$ cat src/hdl/ndwg_pkg.sv
// ----------------------------------------------------------------------------
// Noise dominance window gate package
// Shared types and constants for the window cells, the judging logic and the
// core.
// ----------------------------------------------------------------------------
package ndwg_pkg;

  localparam int MaxWindow = 25;
  localparam int CntW      = $clog2(MaxWindow + 1);
  localparam int LenW      = 5;
  localparam int MinW      = 5;
  localparam int ShareW    = 7;
  localparam int NeedW     = 8;
  localparam int CfgDataW  = 8;
  localparam int CfgIdxW   = 2;
  localparam int ProdW     = CntW + ShareW + 1;
  localparam int FullShare = 100;

  localparam logic [LenW-1:0]   ResetWindowLength = LenW'(15);
  localparam logic [MinW-1:0]   ResetMinEnergetic = MinW'(5);
  localparam logic [ShareW-1:0] ResetNoiseShare   = ShareW'(80);
  localparam logic [NeedW-1:0]  ResetConfirmNeed  = NeedW'(5);

  typedef enum logic [1:0] {
    CLASS_QUIET     = 2'd0,
    CLASS_ENERGETIC = 2'd1,
    CLASS_NOISY     = 2'd2
  } class_e;

  typedef enum logic [0:0] {
    OP_OBSERVE = 1'b0,
    OP_CLEAR   = 1'b1
  } op_e;

  typedef enum logic [CfgIdxW-1:0] {
    REG_WINDOW_LENGTH = 2'd0,
    REG_MIN_ENERGETIC = 2'd1,
    REG_NOISE_SHARE   = 2'd2,
    REG_CONFIRM_NEED  = 2'd3
  } reg_e;

  typedef struct packed {
    logic observe;
    logic wipe;
    logic energetic;
    logic suspected;
    logic candidate;
    logic segment;
  } ctl_t;

  typedef struct packed {
    logic veto;
    logic dominant;
  } result_t;

endpackage

$ cat src/hdl/ndwg_cell.sv
// ----------------------------------------------------------------------------
// Window cell
// Holds the class of one frame of the sliding window, passes it to the next
// cell on every observed frame and offers it to the eviction tap chain.
// ----------------------------------------------------------------------------
module ndwg_cell
  import ndwg_pkg::*;
(
  input  logic   clk_i,
  input  logic   rst_ni,
  input  logic   shift_i,
  input  logic   clear_i,
  input  logic   sel_i,
  input  class_e class_i,
  input  class_e tap_i,
  output class_e class_o,
  output class_e tap_o
);

  class_e class_d, class_q;

  always_comb begin
    class_d = class_q;
    if (clear_i) begin
      class_d = CLASS_QUIET;
    end else if (shift_i) begin
      class_d = class_i;
    end
  end

  always_ff @(posedge clk_i or negedge rst_ni) begin
    if (!rst_ni) begin
      class_q <= CLASS_QUIET;
    end else begin
      class_q <= class_d;
    end
  end

  assign class_o = class_q;
  assign tap_o   = sel_i ? class_q : tap_i;

endmodule

$ cat src/hdl/ndwg_judge.sv
// ----------------------------------------------------------------------------
// Dominance judge
// Keeps the running energetic and noisy counts and the confirm run, and
// decides dominance and veto for the frame being observed.
// ----------------------------------------------------------------------------
module ndwg_judge
  import ndwg_pkg::*;
(
  input  logic              clk_i,
  input  logic              rst_ni,
  input  ctl_t              ctl_i,
  input  class_e            new_class_i,
  input  class_e            old_class_i,
  input  logic [MinW-1:0]   min_energetic_i,
  input  logic [ShareW-1:0] noise_share_i,
  input  logic [NeedW-1:0]  confirm_need_i,
  output result_t           result_o
);

  logic [CntW-1:0]  energetic_d, energetic_q;
  logic [CntW-1:0]  noisy_d, noisy_q;
  logic [NeedW-1:0] run_d, run_q;
  logic [CntW-1:0]  energetic_new, noisy_new;
  logic [NeedW-1:0] run_new;
  logic [ProdW-1:0] noisy_scaled, energetic_scaled;
  logic             dom, dom_flag;

  always_comb begin
    energetic_new = energetic_q - CntW'(old_class_i != CLASS_QUIET)
                    + CntW'(new_class_i != CLASS_QUIET);
    noisy_new     = noisy_q - CntW'(old_class_i == CLASS_NOISY)
                    + CntW'(new_class_i == CLASS_NOISY);

    noisy_scaled     = ProdW'(noisy_new) * ProdW'(FullShare);
    energetic_scaled = ProdW'(energetic_new) * ProdW'(noise_share_i);

    dom = (ProdW'(energetic_new) >= ProdW'(min_energetic_i)) &&
          (noisy_scaled >= energetic_scaled);

    if (!dom || ctl_i.candidate) begin
      run_new = '0;
    end else if (run_q < confirm_need_i) begin
      run_new = run_q + NeedW'(1);
    end else begin
      run_new = run_q;
    end

    dom_flag = dom && !ctl_i.candidate;

    result_o.dominant = dom_flag;
    result_o.veto     = ctl_i.energetic && ctl_i.suspected && dom_flag &&
                        (!ctl_i.segment || (run_new >= confirm_need_i));
  end

  always_comb begin
    energetic_d = energetic_q;
    noisy_d     = noisy_q;
    run_d       = run_q;
    if (ctl_i.wipe) begin
      energetic_d = '0;
      noisy_d     = '0;
      run_d       = '0;
    end else if (ctl_i.observe) begin
      energetic_d = energetic_new;
      noisy_d     = noisy_new;
      run_d       = run_new;
    end
  end

  always_ff @(posedge clk_i or negedge rst_ni) begin
    if (!rst_ni) begin
      energetic_q <= '0;
      noisy_q     <= '0;
      run_q       <= '0;
    end else begin
      energetic_q <= energetic_d;
      noisy_q     <= noisy_d;
      run_q       <= run_d;
    end
  end

endmodule

$ cat src/hdl/noise_dominance_window_gate_core.sv
// ----------------------------------------------------------------------------
// Noise dominance window gate core
// Output: a result is registered and offered in the cycle after acceptance.
// Throughput: one frame per cycle; the count update and the dominance
// compare in the judge complete within that cycle. A new frame is accepted
// in the cycle in which the waiting result is taken, and a stalled result
// holds off the input until it is taken.
// Reset: asynchronous, active low; window, counts and confirm run clear and
// the configuration registers take their default values.
// ----------------------------------------------------------------------------
module noise_dominance_window_gate_core
  import ndwg_pkg::*;
(
  input  logic                clk_i,
  input  logic                rst_ni,
  input  logic                cfg_we_i,
  input  logic [CfgIdxW-1:0]  cfg_idx_i,
  input  logic [CfgDataW-1:0] cfg_wdata_i,
  input  logic                in_valid_i,
  output logic                in_ready_o,
  input  logic                opcode_i,
  input  logic                frame_energetic_i,
  input  logic                noise_suspected_i,
  input  logic                speech_candidate_i,
  input  logic                in_segment_i,
  output logic                out_valid_o,
  input  logic                out_ready_i,
  output logic                veto_o,
  output logic                dominant_o,
  output logic                config_bad_o
);

  logic [LenW-1:0]   win_len_d, win_len_q;
  logic [MinW-1:0]   min_en_d, min_en_q;
  logic [ShareW-1:0] share_d, share_q;
  logic [NeedW-1:0]  need_d, need_q;

  logic    cfg_ok, accept, len_write;
  ctl_t    ctl;
  class_e  new_class;
  result_t result;

  logic out_valid_d, out_valid_q;
  logic veto_d, veto_q, dom_d, dom_q, bad_d, bad_q;

  class_e chain_class [MaxWindow+1];
  class_e chain_tap   [MaxWindow+1];

  always_comb begin
    win_len_d = win_len_q;
    min_en_d  = min_en_q;
    share_d   = share_q;
    need_d    = need_q;
    if (cfg_we_i) begin
      unique case (reg_e'(cfg_idx_i))
        REG_WINDOW_LENGTH: win_len_d = cfg_wdata_i[LenW-1:0];
        REG_MIN_ENERGETIC: min_en_d  = cfg_wdata_i[MinW-1:0];
        REG_NOISE_SHARE:   share_d   = cfg_wdata_i[ShareW-1:0];
        REG_CONFIRM_NEED:  need_d    = cfg_wdata_i[NeedW-1:0];
        default: ;
      endcase
    end
  end

  always_ff @(posedge clk_i or negedge rst_ni) begin
    if (!rst_ni) begin
      win_len_q <= ResetWindowLength;
      min_en_q  <= ResetMinEnergetic;
      share_q   <= ResetNoiseShare;
      need_q    <= ResetConfirmNeed;
    end else begin
      win_len_q <= win_len_d;
      min_en_q  <= min_en_d;
      share_q   <= share_d;
      need_q    <= need_d;
    end
  end

  assign cfg_ok = (win_len_q != '0) && (32'(win_len_q) <= MaxWindow) &&
                  (min_en_q != '0) && (min_en_q <= win_len_q) &&
                  (share_q != '0) && (32'(share_q) <= FullShare) &&
                  (need_q != '0);

  assign len_write  = cfg_we_i && (reg_e'(cfg_idx_i) == REG_WINDOW_LENGTH);
  assign in_ready_o = !out_valid_q || out_ready_i;
  assign accept     = in_valid_i && in_ready_o;

  always_comb begin
    ctl.observe   = accept && (op_e'(opcode_i) == OP_OBSERVE) && cfg_ok;
    ctl.wipe      = (accept && ((op_e'(opcode_i) == OP_CLEAR) || !cfg_ok)) ||
                    len_write;
    ctl.energetic = frame_energetic_i;
    ctl.suspected = noise_suspected_i;
    ctl.candidate = speech_candidate_i;
    ctl.segment   = in_segment_i;
  end

  always_comb begin
    if (!frame_energetic_i) begin
      new_class = CLASS_QUIET;
    end else if (noise_suspected_i) begin
      new_class = CLASS_NOISY;
    end else begin
      new_class = CLASS_ENERGETIC;
    end
  end

  assign chain_class[0]       = new_class;
  assign chain_tap[MaxWindow] = CLASS_QUIET;

  for (genvar i = 0; i < MaxWindow; i++) begin : g_cell
    ndwg_cell u_cell (
      .clk_i   (clk_i),
      .rst_ni  (rst_ni),
      .shift_i (ctl.observe),
      .clear_i (ctl.wipe),
      .sel_i   (win_len_q == LenW'(i + 1)),
      .class_i (chain_class[i]),
      .tap_i   (chain_tap[i+1]),
      .class_o (chain_class[i+1]),
      .tap_o   (chain_tap[i])
    );
  end

  ndwg_judge u_judge (
    .clk_i           (clk_i),
    .rst_ni          (rst_ni),
    .ctl_i           (ctl),
    .new_class_i     (new_class),
    .old_class_i     (chain_tap[0]),
    .min_energetic_i (min_en_q),
    .noise_share_i   (share_q),
    .confirm_need_i  (need_q),
    .result_o        (result)
  );

  always_comb begin
    out_valid_d = out_valid_q;
    veto_d      = veto_q;
    dom_d       = dom_q;
    bad_d       = bad_q;
    if (accept) begin
      out_valid_d = 1'b1;
      veto_d      = ctl.observe && result.veto;
      dom_d       = ctl.observe && result.dominant;
      bad_d       = !cfg_ok;
    end else if (out_ready_i) begin
      out_valid_d = 1'b0;
    end
  end

  always_ff @(posedge clk_i or negedge rst_ni) begin
    if (!rst_ni) begin
      out_valid_q <= 1'b0;
    end else begin
      out_valid_q <= out_valid_d;
    end
  end

  always_ff @(posedge clk_i) begin
    veto_q <= veto_d;
    dom_q  <= dom_d;
    bad_q  <= bad_d;
  end

  assign out_valid_o  = out_valid_q;
  assign veto_o       = veto_q;
  assign dominant_o   = dom_q;
  assign config_bad_o = bad_q;

endmodule
$ cat config.mk
export PLATFORM = sky130hd
export DESIGN_NAME = noise_dominance_window_gate_core
export DESIGN_NICKNAME = d
export VERILOG_FILES = /design/src/hdl/ndwg_pkg.sv /design/src/hdl/ndwg_cell.sv /design/src/hdl/ndwg_judge.sv /design/src/hdl/noise_dominance_window_gate_core.sv
export SDC_FILE = /design/constraint.sdc
export NUM_CORES = 1
export LEC_CHECK = 0
export BUFFER_PORTS_ARGS = -buffer_cell sky130_fd_sc_hd__buf_4
export CAP_MARGIN = 20
export CELL_PAD_IN_SITES_DETAIL_PLACEMENT = 1
export CELL_PAD_IN_SITES_GLOBAL_PLACEMENT = 1
export CORE_AREA = 3 3 124 126
export DETAILED_ROUTE_END_ITERATION = 8
export DIE_AREA = 0 0 127 129
export HOLD_SLACK_MARGIN = 0.15
export PLACE_DENSITY = 0.82
export SLEW_MARGIN = 30
export SYNTH_ARGS = -nofsm -noshare
export SYNTH_HDL_FRONTEND = slang
export SYNTH_SLANG_ARGS = --single-unit
$ cat constraint.sdc
create_clock -name clk_i -period 11.2 [get_ports clk_i]
set_input_delay 2.24 -clock clk_i [delete_from_list [all_inputs] [get_ports clk_i]]
set_output_delay 2.24 -clock clk_i [all_outputs]
set_load 0.05 [all_outputs]
==> results of run 1 <==
[critical path: cells and delay by family, from the launching register on]
family | cells | cell delay (ns)
xor+xnor | 2 | 0.53
buf+inv | 3 | 0.49
flops | 1 | 0.86
fa+ha+maj | 9 | 3.27
compound gates | 18 | 3.26
simple gates | 9 | 1.72
[cells by family after synthesis]
logic type	after synthesis
fa+ha+maj	100
flops	97
compound gates	189
buf+inv	98
mux	29
simple gates	184
xor+xnor	27
[per-layer routing]
| layer | vias to the layer above | global-route usage [%] | routed length [µm] |
|---|---|---|---|
| met5 | - | 0 | 0 |
| met4 | 0 | 6.435 | 346 |
| met3 | 31 | 4.234 | 593 |
| met2 | 97 | 42.43 | 9550 |
| met1 | 2822 | 29.36 | 7927 |
| li1 | 2612 | - | - |
[final cells by class]
type                            count  area (µm²)  area share (%)
Clock buffer                       12       256.5           3.326
Tap cell                          184       230.2           2.985
Multi-Input combinational cell    529        4283           55.53
Sequential cell                    97        2455           31.83
Clock inverter                      4       26.28          0.3407
Timing Repair Buffer               28       210.2           2.726
Inverter                           67       251.5           3.261
[flip-flops by register name (all words and copies together) (netlist names)]
signal / cells
dominant_o: 1
u_judge.run_q: 8
g_cell.u_cell.class_o: 50
need_q: 8
out_valid_o: 1
u_judge.noisy_q: 5
veto_o: 1
min_en_q: 5
share_q: 7
u_judge.energetic_q: 5
win_len_q: 5
config_bad_o: 1
[cell usage in the layout, fill, tap and decap left out, types with 21 or more instances in the layout]
cell,netlist,layout
ha_1,82,82
nor2_1,33,31
nand2_1,51,51
dfrtp_1,84,84
buf_4,0,28
inv_1,65,65
a22o_1,50,50
o21ai_0,25,25
and2_1,24,24
mux2_2,21,21
a21oi_1,34,34
[stage by stage]
stage	setup WS, ns	util (%)	instances	hold WS (ns)	cell area, µm²
3_3_place_gp	1.329	51.51	905	0.4798	7430
2_1_floorplan	2.001	-	724	0.4661	7128
6_report	0.7817	53.47	921	0.5148	7712
4_1_cts	0.7916	53.47	921	0.5189	7712
5_1_grt	0.09280	53.47	921	0.5326	7712
3_5_place_dp	0.9663	51.51	905	0.5001	7430
[path summary, 6_finish.rpt]
kind | endpoint | depth (start not counted)
worst max register to register | veto_o | 41
worst min-delay path | g_cell[24].u_cell.class_o[0] | 1
worst min register to register | g_cell[24].u_cell.class_o[0] | 1
worst max-delay path | veto_o | 41
min in group asynchronous | g_cell[18].u_cell.class_o[0] | 1
max in group asynchronous | need_q[6] | 2
==> results.ini, run 1 <==
[synthesis]
synth_top_family_by_area = adder cells
synthMuxAreaShare_pct = 4.441
synth_common_cells = dfrtp_1, ha_1, inv_1
synth_top_cell_by_area = dfrtp_1
postSynthCellCount = 724
async_flop_share_pct = 96.91
netlist_area_um2 = 7128
synth_xor_area_share_pct = 3.318
synth.top_cells.by_area = dfrtp_1, ha_1, a22o_1
synth-compound-area-share_pct = 18.76
yosys_warnings = 0
syn-mean-instance-area_um2 = 9.845
ys_seq_elements = 97
yosys.area.top_type_share_pct = 29.49
synth-edff-count = 3
ys_seq_area_share_pct = 34.44
synthAdderAreaFrac_pct = 19.45
ys.flop_type = dfrtp_1
syn_nets = 844
synth-simple-area-share_pct = 13.90
synth.most_common_cell = dfrtp_1
ys_types = 75

[timing]
final_max_slew_viol_count = 0
grt_setup_unrepaired = false
fin_crit_ns = 10.42
period_share_pct = 93.02
tightestPinTransition_ns = 0.8528
clock_skew_ns = 0.01037
fin_setup_tns_ns = 0
max_freq_mhz = 95.98
max-slew-margin-rel_pct = 42.74
hold_violations = 0
setup_viol = 0

[clocking]
cts_tree = yes
cts_resized = 0
cts.sinks = 97
path_clk_slew_ns = 0.07
cts_setup_buffers = 0
worstSkewPairLatency_ns = 0.36
cts_made_buffers = 9
cts_hold_buf = 0
root_buffer = clkbuf_16
htree_levels = 3
cts_buffer_depth = 2

[placed_design]
gp_congestion = 0.8677
dpl.hpwl_mm = 13.82
io_buffers = 24

[layout]
fill_cells = 1653
area_delta_synth_final_pct = 8.197
drive_gt1_share_pct = 12.08
nets = 852
n_antenna_cell = 0

[drt]
wl_mm = 18.42
avgViaCountPerCell = 6.039
drc = 0
initialDrtViolationCount = 294
wire_per_inst_um = 20.00
vias = 5562
antenna_left = 0
first_pass_iters = 5

[floorplanning]
die_w_um = 127
pin_count = 25
dieArea_um2 = 16380
die_y_um = 129
start_util_pct = 49.42
num_rows = 44
coreArea_um2 = 14420

[global_routing]
antenna_found_initial = 0
grt_max_degree = 61
grt_pass1_vias = 6064
grtUsageTotal_pct = 23.64
grt_overflow = 0
grt_pass1_wl_mm = 30.97

[run_status]
status = finished, final reports clean

[setup_path]
slowest_stage = dfstp_2
cp_data_arrival_time_ns = 10.53
rrSetupSlack_ns = 0.78
critPathMaxFanout = 29
end_kind = register
cpMostUsedCell = ha_1
worstSetupPathType = register to register
slowest_delay_ns = 0.86
required_ns = 11.31
startpoint = win_len_q[1]
cp-start-kind = register
reg2reg_from = win_len_q[1]

[min_path]
hold_class = register to register
hp-start = g_cell[24].u_cell.class_o[0]

[run]
cap_violations = 0

Power of run 1 is not shown: default switching activity piles up to over one toggle a cycle in this logic, so the estimate is an artifact.
==> run 2, diff against run 1 <==
--- a/config.mk
+++ b/config.mk
@@ -10,6 +10,7 @@
 export CELL_PAD_IN_SITES_DETAIL_PLACEMENT = 1
 export CELL_PAD_IN_SITES_GLOBAL_PLACEMENT = 1
 export CORE_AREA = 3 3 124 126
+export CTS_BUF_LIST = sky130_fd_sc_hd__clkbuf_4 sky130_fd_sc_hd__clkbuf_8
 export DETAILED_ROUTE_END_ITERATION = 8
 export DIE_AREA = 0 0 127 129
 export HOLD_SLACK_MARGIN = 0.15
==> results.ini, run 2 (synthesis results as in run 1) <==
[global_routing]
grt_overflow = 0
grt_pass1_vias = 6002
gr-usage-met2_pct = 40.29
grt_pass1_wl_mm = 30.55
grt_util_met3_pct = 4.442
grt_max_degree = 61
gr-usage-met1_pct = 29.77
grtUsageTotal_pct = 23.28
grt_busiest_layer = met2
antenna_found_initial = 0

[min_path]
hold_class = register to register
hp-start = g_cell[24].u_cell.class_o[0]

[setup_path]
worstSetupPathType = register to register
critPathBufInv = 3
slowest_stage = dfstp_2
slowest_delay_ns = 0.86
reg2reg_from = win_len_q[1]
critPathMaxFanout = 29
cp-start-kind = register
path_delay_family = adder cells
cp_data_arrival_time_ns = 10.46
required_ns = 11.34
end_kind = register
startpoint = win_len_q[1]
cpMostUsedCell = ha_1

[timing]
setup_viol = 0
hold_violations = 0
max_freq_mhz = 96.91
final_max_slew_viol_count = 0
grt_setup_unrepaired = false
max-slew-margin-rel_pct = 42.29
period_share_pct = 92.13
tightestPinTransition_ns = 0.8595
clock_skew_ns = 0.01363
fin_crit_ns = 10.32
fin_setup_tns_ns = 0

[drt]
antenna_left = 0
wire_per_inst_um = 19.59
avgViaCountPerCell = 5.979
first_pass_iters = 4
vias = 5507
initialDrtViolationCount = 291
drc = 0
wl_mm = 18.04

[placed_design]
dpl.hpwl_mm = 13.82
dpl-instance-area_um2 = 7430
io_buffers = 24
gp_congestion = 0.8677

[layout]
final_cell_mix = dfrtp_1, ha_1, inv_1, nand2_1, a22o_1
nets = 852
n_antenna_cell = 0
area_delta_synth_final_pct = 6.828
fin_area_um2 = 7615
final_util_pct = 52.79
drive_gt1_share_pct = 12.21
layout_commonest_cell = dfrtp_1
largest_register_ffs = 50

[floorplanning]
num_rows = 44
dieArea_um2 = 16380
start_util_pct = 49.42
die_w_um = 127
pin_count = 25
die_y_um = 129
coreArea_um2 = 14420

[clocking]
cts_hold_buf = 0
cts_made_buffers = 9
cts_tree = yes
worstSkewPairLatency_ns = 0.39
cts_buffer_depth = 2
cts.sinks = 97
htree_levels = 3
path_clk_slew_ns = 0.10
root_buffer = clkbuf_8
cts_resized = 0
cts_setup_buffers = 0

[run]
cap_violations = 0

[run_status]
status = finished, final reports clean

## run 2: cell counts in the layout (fill, tap and decap cells not counted)
Identical to the previous run, type by type.
## run 2: through the flow
step                      setup WS (ns)  hold WS, ns  instances
after floorplan                   2.001       0.4661        724
after global placement            1.329       0.4798        905
after detailed placement         0.9663       0.5001        905
after CTS                        0.9088       0.5245        921
after global routing             0.1434       0.5389        921
final                            0.8816       0.5188        921
## run 2: area by class of cell
class                           instances  area, µm²
Sequential cell                        97       2455
Clock buffer                           12      158.9
Fill cell                            1678       6809
Clock inverter                          4      26.28
Tap cell                              184      230.2
Inverter                               67      251.5
Timing Repair Buffer                   28      210.2
Multi-Input combinational cell        529       4283
## run 2: final timing paths
kind | endpoint | slack, ns | depth (start not counted)
hold / removal | g_cell[24].u_cell.class_o[0] | 0.52 | 1
max in group asynchronous | need_q[7] | 8.28 | 2
hold reg to reg | g_cell[24].u_cell.class_o[0] | 0.52 | 1
min in group asynchronous | g_cell[18].u_cell.class_o[0] | 1.82 | 1
setup / recovery | veto_o | 0.88 | 41
setup reg to reg | veto_o | 0.88 | 41
## run 2: routing by layer
| metal | part of all wire (%) | up-vias |
|---|---|---|
| li1 | - | 2604 |
| met1 | 44 | 2796 |
| met2 | 51 | 82 |
| met3 | 3.0 | 25 |
| met4 | 2.2 | 0 |
| met5 | 0 | - |
Power of run 2 is left out for the same reason.
==> run 3, diff against run 2 <==
--- a/config.mk
+++ b/config.mk
@@ -9,10 +9,10 @@
 export CAP_MARGIN = 20
 export CELL_PAD_IN_SITES_DETAIL_PLACEMENT = 1
 export CELL_PAD_IN_SITES_GLOBAL_PLACEMENT = 1
-export CORE_AREA = 3 3 124 126
+export CORE_AREA = 3 3 111 140
 export CTS_BUF_LIST = sky130_fd_sc_hd__clkbuf_4 sky130_fd_sc_hd__clkbuf_8
 export DETAILED_ROUTE_END_ITERATION = 8
-export DIE_AREA = 0 0 127 129
+export DIE_AREA = 0 0 114 143
 export HOLD_SLACK_MARGIN = 0.15
 export PLACE_DENSITY = 0.82
 export SLEW_MARGIN = 30
==> results.ini, run 3 (synthesis results as in run 1) <==
[run_status]
status = finished, final reports clean

[clocking]
cts_resized = 0
cts.sinks = 97
cts_tree = yes
cts_hold_buf = 0
path_clk_slew_ns = 0.11
cts_setup_buffers = 0
root_buffer = clkbuf_8
cts_made_buffers = 9
worstSkewPairLatency_ns = 0.39
htree_levels = 3
cts_buffer_depth = 2

[setup_path]
cp-start-kind = register
r2r_end = veto_o
reg2reg_from = win_len_q[1]
end_kind = register
rrSetupSlack_ns = 0.74
slowest_delay_ns = 0.86
ff2ff_path_depth = 41
cpMostUsedCell = ha_1
slowest_stage = dfstp_2
critPathMaxFanout = 29
worstSetupPathType = register to register
required_ns = 11.36
cp_data_arrival_time_ns = 10.61

[global_routing]
grt_overflow = 0
antenna_found_initial = 0
grtUsageTotal_pct = 23.30
grt_max_degree = 61
grt_pass1_wl_mm = 30.54
grt_pass1_vias = 6133

[min_path]
hp-start = g_cell[8].u_cell.class_o[0]
holdPathEnd = g_cell[9].u_cell.class_o[0]
hold_class = register to register
min_path_cells = 1

[timing]
hold_violations = 0
grt_setup_unrepaired = false
setup_viol = 0
period_share_pct = 93.36
clock_skew_ns = 0.01836
fin_setup_tns_ns = 0
max-slew-margin-rel_pct = 44.89
max_freq_mhz = 95.64
layout_setup_ws_ns = 0.7437
tightestPinTransition_ns = 0.8205
fin_crit_ns = 10.46
final_max_slew_viol_count = 0
hold-worst-slack_ns = 0.5122

[drt]
wl_mm = 17.80
avgViaCountPerCell = 6.099
vias = 5581
topRoutingLayerUsed = met4
antenna_left = 0
drc = 0
wl_met2_mm = 9.422
wire_per_inst_um = 19.45
wl_met1_mm = 7.448
wl_met3_um = 366
first_pass_iters = 4
initialDrtViolationCount = 251

[run]
cap_violations = 0

[layout]
area_delta_synth_final_pct = 7.267
layout_commonest_cell = dfrtp_1
seq_area_um2 = 2455
largest_register_ffs = 50
multi_input_area_um2 = 4283
fill_cells = 1636
n_antenna_cell = 0
nets = 852
final_cell_mix = dfrtp_1, ha_1, inv_1, nand2_1, a22o_1
final_util_pct = 53.30
drive_gt1_share_pct = 12.21

[floorplanning]
dieArea_um2 = 16300
num_rows = 49
coreArea_um2 = 14350
pin_count = 25
start_util_pct = 49.69
die_w_um = 114
die_y_um = 143

[placed_design]
dp_slack_ns = 0.8918
gp_congestion = 0.8787
io_buffers = 24
dpl.hpwl_mm = 13.24

## run 3: changes by cell type in the layout (fill, tap and decap cells not counted)
| cell | delta |
|---|---|
| clkbuf_8 | -2 |
| clkinvlp_4 | -1 |
| bufinv_16 | +2 |
| clkbuf_4 | -1 |
| inv_4 | +1 |
| clkinv_2 | -1 |
| inv_8 | +1 |
| clkinv_4 | +1 |
## run 3: critical path: cells and delay by family (launching register included)
| kind | cells | cell delay, ns |
|---|---|---|
| compound gates | 18 | 3.32 |
| simple gates | 9 | 1.70 |
| xor+xnor | 2 | 0.53 |
| fa+ha+maj | 9 | 3.29 |
| flops | 1 | 0.86 |
| buf+inv | 3 | 0.49 |
## run 3: how the worst max path moves through the flow
stage                         to  slack (ns)         startpoint  cells after the start
after floorplan           veto_o        2.00  frame_energetic_i                     34
after global placement    veto_o        1.33       win_len_q[0]                     41
after detailed placement  veto_o        0.89       win_len_q[1]                     41
after CTS                 veto_o        0.79       win_len_q[1]                     41
after global routing      veto_o        0.07       win_len_q[1]                     41
final                     veto_o        0.74       win_len_q[1]                     41
## run 3: final cells by class
type	count	share of cell area, %
clock inverter	7	1.309
timing repair buffer	28	2.749
sequential	97	32.11
tap	178	2.913
clock buffer	9	1.620
multi-input combinational	529	56.01
inverter	67	3.289
## run 3: layer usage
layer	track usage (%)	vias up
met5	0	-
met2	41.52	76
li1	-	2613
met4	9.694	0
met3	2.967	39
met1	28.26	2853
## run 3: stage by stage
stage               area, µm²  instances
detailed placement       7422        899
global route             7646        915
global placement         7422        899
CTS                      7646        915
floorplan                7128        724
finish                   7646        915
Power of run 3 is left out for the same reason.
